File: config.mk
export PLATFORM = sky130hd
export DESIGN_NAME = button_edge_autorepeat_top
export DESIGN_NICKNAME = d
export VERILOG_FILES = /design/src/bea_pkg.sv /design/src/bea_press_detect.sv /design/src/bea_dir_timer.sv /design/src/button_edge_autorepeat_top.sv
export VERILOG_INCLUDE_DIRS = /design/src /design/src/src
export SDC_FILE = /design/constraint.sdc
export NUM_CORES = 1
export LEC_CHECK = 0
export BUFFER_PORTS_ARGS = -buffer_cell sky130_fd_sc_hd__buf_2
export CAP_MARGIN = 30
export CORE_MARGIN = 5
export CORE_UTILIZATION = 69
export DETAILED_ROUTE_END_ITERATION = 6
export PLACE_DENSITY = 0.87
export SLEW_MARGIN = 0
export SYNTH_ARGS = -nofsm -noshare
export SYNTH_HDL_FRONTEND = slang
export SYNTH_SLANG_ARGS = --single-unit
File: constraint.sdc
create_clock -name clock -period 15.8 [get_ports clock]
set_input_delay 2.37 -clock clock [delete_from_list [all_inputs] [get_ports clock]]
set_output_delay 2.37 -clock clock [all_outputs]
set_load 0.02 [all_outputs]
File: src/button_edge_autorepeat_top_defines.svh
// Assertion macros shared by the button edge and auto-repeat block.
`ifndef BUTTON_EDGE_AUTOREPEAT_TOP_DEFINES_SVH
`define BUTTON_EDGE_AUTOREPEAT_TOP_DEFINES_SVH

// Same-cycle implication, disabled while reset is high.
`define BEA_ASSERT_IMPLY(lbl, clk, rst, ante, cons) \
   lbl: assert property (@(posedge clk) disable iff (rst) (ante) |-> (cons)) \
      else $error("assertion failed: same-cycle implication");

// Next-cycle implication, disabled while reset is high.
`define BEA_ASSERT_NEXT(lbl, clk, rst, ante, cons) \
   lbl: assert property (@(posedge clk) disable iff (rst) (ante) |=> (cons)) \
      else $error("assertion failed: next-cycle implication");

`endif

File: src/bea_pkg.sv
// Types, constants and helpers for the button edge and auto-repeat block.
package bea_pkg;

   localparam int CFG_WIDTH = 24;
   localparam int BTN_WIDTH = 10;
   localparam int TIME_IN_WIDTH = 48;
   localparam int ACTION_WIDTH = 3;

   // Raw button word bit positions.
   localparam int BTN_DOWN = 2;
   localparam int BTN_UP = 3;
   localparam int BTN_SELECT = 4;
   localparam int BTN_BACK = 5;

   // Positions in the packed four-bit button word.
   localparam int PK_DOWN = 0;
   localparam int PK_UP = 1;
   localparam int PK_SELECT = 2;
   localparam int PK_BACK = 3;

   localparam logic [CFG_WIDTH-1:0] REPEAT_DELAY_RESET = 24'd400000;
   localparam logic [CFG_WIDTH-1:0] REPEAT_PERIOD_RESET = 24'd120000;

   typedef enum logic [0:0] {
      CSR_REPEAT_DELAY = 1'b0,
      CSR_REPEAT_PERIOD = 1'b1
   } csr_index_type;

   typedef enum logic [ACTION_WIDTH-1:0] {
      CMD_NONE = 3'd0,
      CMD_UP = 3'd1,
      CMD_DOWN = 3'd2,
      CMD_CONFIRM = 3'd3,
      CMD_CANCEL = 3'd4
   } action_type;

   // Control for one poll as it leaves the input register.
   typedef struct packed {
      logic fire;
      logic capture;
   } step_type;

   function automatic logic [3:0] pack_buttons(input logic [BTN_WIDTH-1:0] b);
      logic [3:0] p;
      p[PK_DOWN] = b[BTN_DOWN];
      p[PK_UP] = b[BTN_UP];
      p[PK_SELECT] = b[BTN_SELECT];
      p[PK_BACK] = b[BTN_BACK];
      return p;
   endfunction

endpackage

File: src/bea_press_detect.sv
// New-press detection with priority encoding and capture-poll handling.
module bea_press_detect (
   input  logic                  clock,
   input  logic                  reset,
   input  logic                  fire,
   input  logic                  rearm,
   input  logic [3:0]            buttons,
   output logic                  capture,
   output bea_pkg::action_type   press_action
);

   logic [3:0] prev_ff;
   logic [3:0] prev_in;
   logic       primed_ff;
   logic       primed_in;
   logic [3:0] fresh;

   assign capture = rearm || !primed_ff;
   assign fresh = buttons & ~prev_ff;

   always_comb begin
      if (fresh[bea_pkg::PK_UP]) begin
         press_action = bea_pkg::CMD_UP;
      end else if (fresh[bea_pkg::PK_DOWN]) begin
         press_action = bea_pkg::CMD_DOWN;
      end else if (fresh[bea_pkg::PK_SELECT]) begin
         press_action = bea_pkg::CMD_CONFIRM;
      end else if (fresh[bea_pkg::PK_BACK]) begin
         press_action = bea_pkg::CMD_CANCEL;
      end else begin
         press_action = bea_pkg::CMD_NONE;
      end
   end

   always_comb begin
      prev_in = prev_ff;
      primed_in = primed_ff;
      if (fire) begin
         prev_in = buttons;
         primed_in = 1'b1;
      end
   end

   always_ff @(posedge clock) begin
      if (reset) begin
         prev_ff <= '0;
         primed_ff <= 1'b0;
      end else begin
         prev_ff <= prev_in;
         primed_ff <= primed_in;
      end
   end

endmodule

File: src/bea_dir_timer.sv
// Hold and repeat timing for one direction button.
module bea_dir_timer #(
   parameter int TIME_BITS = 48
) (
   input  logic                          clock,
   input  logic                          reset,
   input  bea_pkg::step_type             step,
   input  logic                          pressed,
   input  logic [TIME_BITS-1:0]          now_time,
   input  logic [bea_pkg::CFG_WIDTH-1:0] delay_us,
   input  logic [bea_pkg::CFG_WIDTH-1:0] period_us,
   output logic                          repeat_hit
);

   logic                 held_ff;
   logic                 held_in;
   logic [TIME_BITS-1:0] held_since_ff;
   logic [TIME_BITS-1:0] held_since_in;
   logic [TIME_BITS-1:0] last_repeat_ff;
   logic [TIME_BITS-1:0] last_repeat_in;
   logic [TIME_BITS-1:0] since_press;
   logic [TIME_BITS-1:0] since_repeat;
   logic                 due;

   // Differences wrap modulo the time width, so a backward step looks long.
   assign since_press = now_time - held_since_ff;
   assign since_repeat = now_time - last_repeat_ff;
   assign due = (since_press >= TIME_BITS'(delay_us)) &&
                (since_repeat >= TIME_BITS'(period_us));
   assign repeat_hit = pressed && held_ff && due;

   always_comb begin
      held_in = held_ff;
      held_since_in = held_since_ff;
      last_repeat_in = last_repeat_ff;
      if (step.fire && !step.capture) begin
         if (pressed) begin
            if (!held_ff) begin
               held_in = 1'b1;
               held_since_in = now_time;
               last_repeat_in = now_time;
            end else if (due) begin
               // The repeat time moves on even when a new press wins the poll.
               last_repeat_in = now_time;
            end
         end else begin
            held_in = 1'b0;
         end
      end
   end

   always_ff @(posedge clock) begin
      if (reset) begin
         held_ff <= 1'b0;
      end else begin
         held_ff <= held_in;
      end
   end

   always_ff @(posedge clock) begin
      held_since_ff <= held_since_in;
      last_repeat_ff <= last_repeat_in;
   end

endmodule

File: src/button_edge_autorepeat_top.sv
// Gamepad poll decoder: press edges plus up/down auto-repeat.
//
// Usage: each req_ transaction is one poll of the pad (button word, time in
// microseconds, rearm flag). Each poll yields exactly one rsp_ transaction
// carrying an action code: none, up, down, confirm or cancel.
// The first poll after reset, or any poll with rearm set, only captures
// the buttons and answers none.
// The csr_ port writes the repeat delay (index 0) or the repeat period
// (index 1), one register per write; write them only while no poll is in flight.
// A poll waits in the input register and then moves to the result register,
// which drives rsp_valid. Throughput: one poll per cycle while rsp_ready
// is high; each poll is decoded combinationally between the two registers,
// a step that also updates the per-direction hold timers the next poll reads.
// Reset clears the pipeline, the captured buttons, the hold flags, and
// loads the delay with 400000 and the period with 120000.
// When the receiver holds rsp_ready low, the result register keeps its
// transaction and the input register still takes one more poll, after
// which req_ready drops until the result is taken.
`include "button_edge_autorepeat_top_defines.svh"

module button_edge_autorepeat_top #(
   parameter int TIME_BITS = 48
) (
   input  logic                              clock,
   input  logic                              reset,
   input  logic                              req_valid,
   output logic                              req_ready,
   input  logic [bea_pkg::BTN_WIDTH-1:0]     req_buttons,
   input  logic [bea_pkg::TIME_IN_WIDTH-1:0] req_time_us,
   input  logic                              req_rearm,
   output logic                              rsp_valid,
   input  logic                              rsp_ready,
   output logic [bea_pkg::ACTION_WIDTH-1:0]  rsp_action,
   input  logic                              csr_write_en,
   input  logic [0:0]                        csr_index,
   input  logic [bea_pkg::CFG_WIDTH-1:0]     csr_wdata
);

   logic                          in_valid_ff;
   logic                          in_valid_in;
   logic [3:0]                    in_buttons_ff;
   logic [TIME_BITS-1:0]          in_time_ff;
   logic                          in_rearm_ff;
   logic                          rsp_valid_ff;
   logic                          rsp_valid_in;
   bea_pkg::action_type           rsp_action_ff;
   bea_pkg::action_type           rsp_action_in;
   logic [bea_pkg::CFG_WIDTH-1:0] delay_ff;
   logic [bea_pkg::CFG_WIDTH-1:0] delay_in;
   logic [bea_pkg::CFG_WIDTH-1:0] period_ff;
   logic [bea_pkg::CFG_WIDTH-1:0] period_in;
   logic                          advance;
   logic                          req_take;
   logic                          capture;
   bea_pkg::action_type           press_action;
   bea_pkg::step_type             step;
   logic                          up_hit;
   logic                          down_hit;

   assign advance = in_valid_ff && (!rsp_valid_ff || rsp_ready);
   assign req_ready = !in_valid_ff || advance;
   assign req_take = req_valid && req_ready;
   assign rsp_valid = rsp_valid_ff;
   assign rsp_action = rsp_action_ff;

   // Configuration registers.
   always_comb begin
      delay_in = delay_ff;
      period_in = period_ff;
      if (csr_write_en) begin
         case (bea_pkg::csr_index_type'(csr_index))
            bea_pkg::CSR_REPEAT_DELAY: delay_in = csr_wdata;
            bea_pkg::CSR_REPEAT_PERIOD: period_in = csr_wdata;
            default: ;
         endcase
      end
   end

   always_ff @(posedge clock) begin
      if (reset) begin
         delay_ff <= bea_pkg::REPEAT_DELAY_RESET;
         period_ff <= bea_pkg::REPEAT_PERIOD_RESET;
      end else begin
         delay_ff <= delay_in;
         period_ff <= period_in;
      end
   end

   // Input register.
   always_comb begin
      if (req_take) begin
         in_valid_in = 1'b1;
      end else if (advance) begin
         in_valid_in = 1'b0;
      end else begin
         in_valid_in = in_valid_ff;
      end
   end

   always_ff @(posedge clock) begin
      if (reset) begin
         in_valid_ff <= 1'b0;
      end else begin
         in_valid_ff <= in_valid_in;
      end
   end

   always_ff @(posedge clock) begin
      if (req_take) begin
         in_buttons_ff <= bea_pkg::pack_buttons(req_buttons);
         in_time_ff <= TIME_BITS'(req_time_us);
         in_rearm_ff <= req_rearm;
      end
   end

   bea_press_detect u_press (
      .clock        (clock),
      .reset        (reset),
      .fire         (advance),
      .rearm        (in_rearm_ff),
      .buttons      (in_buttons_ff),
      .capture      (capture),
      .press_action (press_action)
   );

   assign step.fire = advance;
   assign step.capture = capture;

   bea_dir_timer #(.TIME_BITS(TIME_BITS)) u_up_timer (
      .clock      (clock),
      .reset      (reset),
      .step       (step),
      .pressed    (in_buttons_ff[bea_pkg::PK_UP]),
      .now_time   (in_time_ff),
      .delay_us   (delay_ff),
      .period_us  (period_ff),
      .repeat_hit (up_hit)
   );

   bea_dir_timer #(.TIME_BITS(TIME_BITS)) u_down_timer (
      .clock      (clock),
      .reset      (reset),
      .step       (step),
      .pressed    (in_buttons_ff[bea_pkg::PK_DOWN]),
      .now_time   (in_time_ff),
      .delay_us   (delay_ff),
      .period_us  (period_ff),
      .repeat_hit (down_hit)
   );

   // A capture poll answers none; else a new press outranks any repeat; up repeats before down.
   always_comb begin
      if (capture) begin
         rsp_action_in = bea_pkg::CMD_NONE;
      end else if (press_action != bea_pkg::CMD_NONE) begin
         rsp_action_in = press_action;
      end else if (up_hit) begin
         rsp_action_in = bea_pkg::CMD_UP;
      end else if (down_hit) begin
         rsp_action_in = bea_pkg::CMD_DOWN;
      end else begin
         rsp_action_in = bea_pkg::CMD_NONE;
      end
   end

   always_comb begin
      if (advance) begin
         rsp_valid_in = 1'b1;
      end else if (rsp_ready) begin
         rsp_valid_in = 1'b0;
      end else begin
         rsp_valid_in = rsp_valid_ff;
      end
   end

   always_ff @(posedge clock) begin
      if (reset) begin
         rsp_valid_ff <= 1'b0;
      end else begin
         rsp_valid_ff <= rsp_valid_in;
      end
   end

   always_ff @(posedge clock) begin
      if (advance) begin
         rsp_action_ff <= rsp_action_in;
      end
   end

   `BEA_ASSERT_NEXT(a_capture_is_none, clock, reset, advance && capture,
      rsp_action_ff == bea_pkg::CMD_NONE)
   `BEA_ASSERT_NEXT(a_advance_fills_rsp, clock, reset, advance, rsp_valid_ff)
   `BEA_ASSERT_NEXT(a_stalled_input_held, clock, reset, in_valid_ff && !advance,
      in_valid_ff && $stable(in_buttons_ff) && $stable(in_rearm_ff))
   `BEA_ASSERT_IMPLY(a_repeat_needs_held, clock, reset, up_hit || down_hit,
      in_buttons_ff[bea_pkg::PK_UP] || in_buttons_ff[bea_pkg::PK_DOWN])

endmodule

==> results by group <==
Run status
  – Result of the run: finished with violations
  – Violated checks: DRC

Worst setup path
  – Critical path peak fanout: 48
  – Startpoint of the most critical register-to-register path: in_time_ff[0]$_DFFE_PP_
  – Capturing element type of the critical path: register
  – Path depth of the worst reg2reg path: 22
  – Cell type of the slowest stage on the worst timing path: sky130_fd_sc_hd__a211oi_1
  – Highest cell delay on the worst timing path: 670 ps
  – Reg-to-reg setup timing slack: 8250 ps
  – Timing startpoint of the critical path: in_time_ff[0]$_DFFE_PP_
  – Critical path start-end classification: register to register
  – CP endpoint: u_down_timer.last_repeat_ff[28]$_DFFE_PP_
  – Arrival time reported for the critical path endpoint: 7750 ps
  – Worst setup SP type: register
  – Cells traversed along the worst timing path: inv_1 > ha_1 > nand3b_1 > a32oi_1 > a21oi_1 > a211oi_1 > nand2_1 > xnor2_1 > ha_1 > a21o_1 > a21o_1 > a222oi_1 > nor4b_1 > and4b_1 > nand4_1 > a2111oi_0 > nand4_1 > nor4_1 > a32oi_1 > nor2b_1 > nor2_4 > buf_4
  – Worst flop-to-flop path endpoint: u_down_timer.last_repeat_ff[28]$_DFFE_PP_
  – Required @ worst endpoint: 16000 ps

Routing
  – Wire per inst: 23.1 um
  – DR iter-0 viols: 2754
  – Vias: 23.5k
  – Ratio of routed vias to standard cells: 6.91
  – DRC violation count after routing: 1
  – WL final: 78.4 mm
  – Count of TritonRoute iterations in the first routing pass: 7
  – Post-detailed-route count of antenna-violating nets: 0

Synthesis
  – Netlist cell types: 89
  – Synthesized cell area: 24700 sq um
  – Net Count, Synth: 3232
  – Xor/xnor cell area share of the yosys netlist: 0.0457
  – Prevailing post-synth register cell: sky130_fd_sc_hd__edfxtp_1
  – Main combinational cell family by area after synthesis: compound AO/OA/AOI/OAI gates
  – Simple-gate share of the synthesized area: 0.172
  – Post-synthesis share of cell area spent on full adders, half adders and majority gates: 0.147
  – Mux share of post-synthesis cell area: 0.00755
  – Ys Warns: 0
  – Async S/R FF share, synth: 0
  – Average footprint of a synthesized cell: 8.65 sq um
  – Most frequently used cell type in the post-synthesis netlist: sky130_fd_sc_hd__nand2_1
  – Number of cells produced by synthesis: 2855
  – Register area share after synthesis: 0.348
  – Number of enable flip-flop cells after synthesis: 248
  – Top cell types by occurrence after synthesis: 312 x sky130_fd_sc_hd__nand2_1, 301 x sky130_fd_sc_hd__a21oi_1, 291 x sky130_fd_sc_hd__inv_1
  – Synth area leader: sky130_fd_sc_hd__edfxtp_1
  – Register bit count reported by yosys: 305
  – Complex-gate fraction of the synthesized area: 0.219
  – Main area contributors after synthesis: sky130_fd_sc_hd__edfxtp_1 30%, sky130_fd_sc_hd__ha_1 14%, sky130_fd_sc_hd__a21oi_1 6.1%
  – Top cell type's share of synthesized area: 0.301

Global route
  – Largest net degree at the start of global routing: 58
  – Vias in the first global route: 22.6k
  – Combined global-route utilization of all metal layers: 0.382
  – Wire length of the first global-routing pass: 120 mm
  – Congestion Overflow GR: 0
  – Initial antenna violation count: 11

Floorplanning
  – Width of the chip: 199 um
  – Top Ports: 94
  – Standard-cell rows: 69
  – Effective utilization at floorplan: 0.696
  – Die area: 39700 sq um
  – Core area: 35500 sq um
  – Die Y-Extent: 199 um

Clock network
  – Post-CTS setup-driven buffer insertion count: 0
  – H-tree depth reported by CTS: 2
  – Post-cts gate resize count: 0
  – Max Buffers Root-to-Sink: 3
  – Clock buffers created by TritonCTS: 34
  – CTS Root Cell: sky130_fd_sc_hd__clkbuf_16
  – Hold buffer count at cts: 0
  – Clk pin slew, worst setup/hold paths: 60 ps
  – Worst-skew pair later-pin latency: 560 ps
  – CTS tree: built
  – CTS sink cnt: 305

STA
  – Finish-stage setup viols: 0
  – Tmin final: 7550 ps
  – Max Clock Skew: 30.3 ps
  – Worst rel slew slack: 0.342
  – Smallest hold slack: 455 ps
  – Max Slew Vio Count: 0
  – Period Utilization, post-route: 0.478
  – Sum of negative setup slack: 0 ps
  – Maximum frequency from static timing analysis: 132 MHz
  – Actual slew at the worst max-slew pin: 972 ps
  – Setup repair after global routing missed its margin: no
  – Final hold violations: 0

Power
  – Power per Cell Area: 81.1 nW/um^2
  – Highest ir drop seen on vdd: 0.113 mV
  – Static Leak: 11.0 nW

Placement
  – Count of buffers from port buffering: 87
  – Final weighted congestion in routability-driven placement: 0.994
  – DP Wirelength: 60.2 mm

Flow run
  – Number of violations of the max-capacitance limit: 0

Cells and area
  – Proportion of layout cells with a drive suffix above 1: 0.0715
  – Number of nets in the layout: 3276
  – Filler Cells Inserted: 2485
  – Final Core Density: 0.751
  – Layout Area Growth over Synthesis: 7.80%

Hold path
  – Source of the worst hold timing path: u_press.prev_ff[1]$_SDFFE_PP0P_
  – Tightest Hold Check Type: register to register
==> layout by cell type, fill, tap and decap left out, types with 67 or more instances in the layout <==
master,instances
sky130_fd_sc_hd__nand2_1,312
sky130_fd_sc_hd__a21oi_1,300
sky130_fd_sc_hd__inv_1,291
sky130_fd_sc_hd__ha_1,284
sky130_fd_sc_hd__edfxtp_1,248
sky130_fd_sc_hd__nor2_1,167
sky130_fd_sc_hd__o21ai_0,136
sky130_fd_sc_hd__buf_2,87
sky130_fd_sc_hd__nand4_1,80
sky130_fd_sc_hd__xnor2_1,78
sky130_fd_sc_hd__nand3_1,67
==> power by group <==
part           switching [mW]  total, mW  internal [mW]
clock                   0.331      0.765          0.434
sequential             0.0253      0.915          0.889
combinational           0.302      0.481          0.179
total                   0.658       2.16           1.50
==> worst min path at each step <==
stage	endpoint	slack, ps	depth (start not counted)
finish	u_press.prev_ff[1]$_SDFFE_PP0P_	450	2
global route	u_press.prev_ff[1]$_SDFFE_PP0P_	470	2
CTS	u_press.prev_ff[0]$_SDFFE_PP0P_	450	2
detailed placement	u_press.prev_ff[0]$_SDFFE_PP0P_	440	2
global placement	u_press.prev_ff[1]$_SDFFE_PP0P_	440	2
floorplan	u_press.prev_ff[0]$_SDFFE_PP0P_	430	2
==> cell type report <==
| class | count | area [sq um] | area share |
|---|---|---|---|
| Inverter | 292 | 1100 | 0.0412 |
| Multi-Input combinational cell | 2154 | 14700 | 0.550 |
| Timing Repair Buffer | 112 | 631 | 0.0237 |
| Clock inverter | 14 | 87.6 | 0.00329 |
| Antenna cell | 10 | 25.0 | 0.000940 |
| Tap cell | 461 | 577 | 0.0217 |
| Clock buffer | 47 | 973 | 0.0365 |
| Sequential cell | 305 | 8590 | 0.322 |
==> worst max-delay path, delay by kind of cell, from the launching register on <==
kind,cells,cell delay [ps]
buf+inv,2,600
xor+xnor,1,200
flops,1,560
simple gates,9,2450
fa+ha+maj,2,620
compound gates,8,2690
==> per-layer routing <==
metal	track usage	routed length [um]	up-vias
met5	0	13	-
met4	0.192	4510	2
met3	0.0592	8320	337
met2	0.638	36600	1603
met1	0.485	28900	10890
li1	-	-	10619
==> sequential cells by signal, summed over array words and instances (netlist names) <==
name                         flops
u_up_timer.held_ff               1
in_buttons_ff                    4
u_up_timer.last_repeat_ff       48
period_ff                       24
u_down_timer.held_ff             1
delay_ff                        24
u_press.primed_ff                1
u_down_timer.held_since_ff      48
in_time_ff                      48
rsp_action                       3
u_press.prev_ff                  4
u_down_timer.last_repeat_ff     48
in_rearm_ff                      1
in_valid_ff                      1
u_up_timer.held_since_ff        48
rsp_valid                        1
==> logic make-up (layout without fill, tap and decap cells) <==
| group | Yosys count | count (layout) |
|---|---|---|
| AO/OA/AOI/OAI | 840 | 840 |
| XOR/XNOR | 129 | 129 |
| adder cells (fa/ha/maj) | 288 | 288 |
| buffers and inverters | 396 | 465 |
| flip-flops | 305 | 305 |
| multiplexers | 18 | 18 |
| other | 0 | 10 |
| AND/OR/NAND/NOR | 879 | 879 |
==> through the flow <==
stage / power, mW / instances / area (sq um) / setup WS (ps)
4_1_cts: 2.14 / 3384 / 26600 / 8490
6_report: 2.16 / 3395 / 26600 / 8250
5_1_grt: 2.24 / 3395 / 26600 / 7950
2_1_floorplan: 1.24 / 2855 / 24700 / 9270
3_3_place_gp: 1.36 / 3323 / 25500 / 8800
3_5_place_dp: 1.39 / 3323 / 25500 / 8550
(Power assumes the default switching activity.)
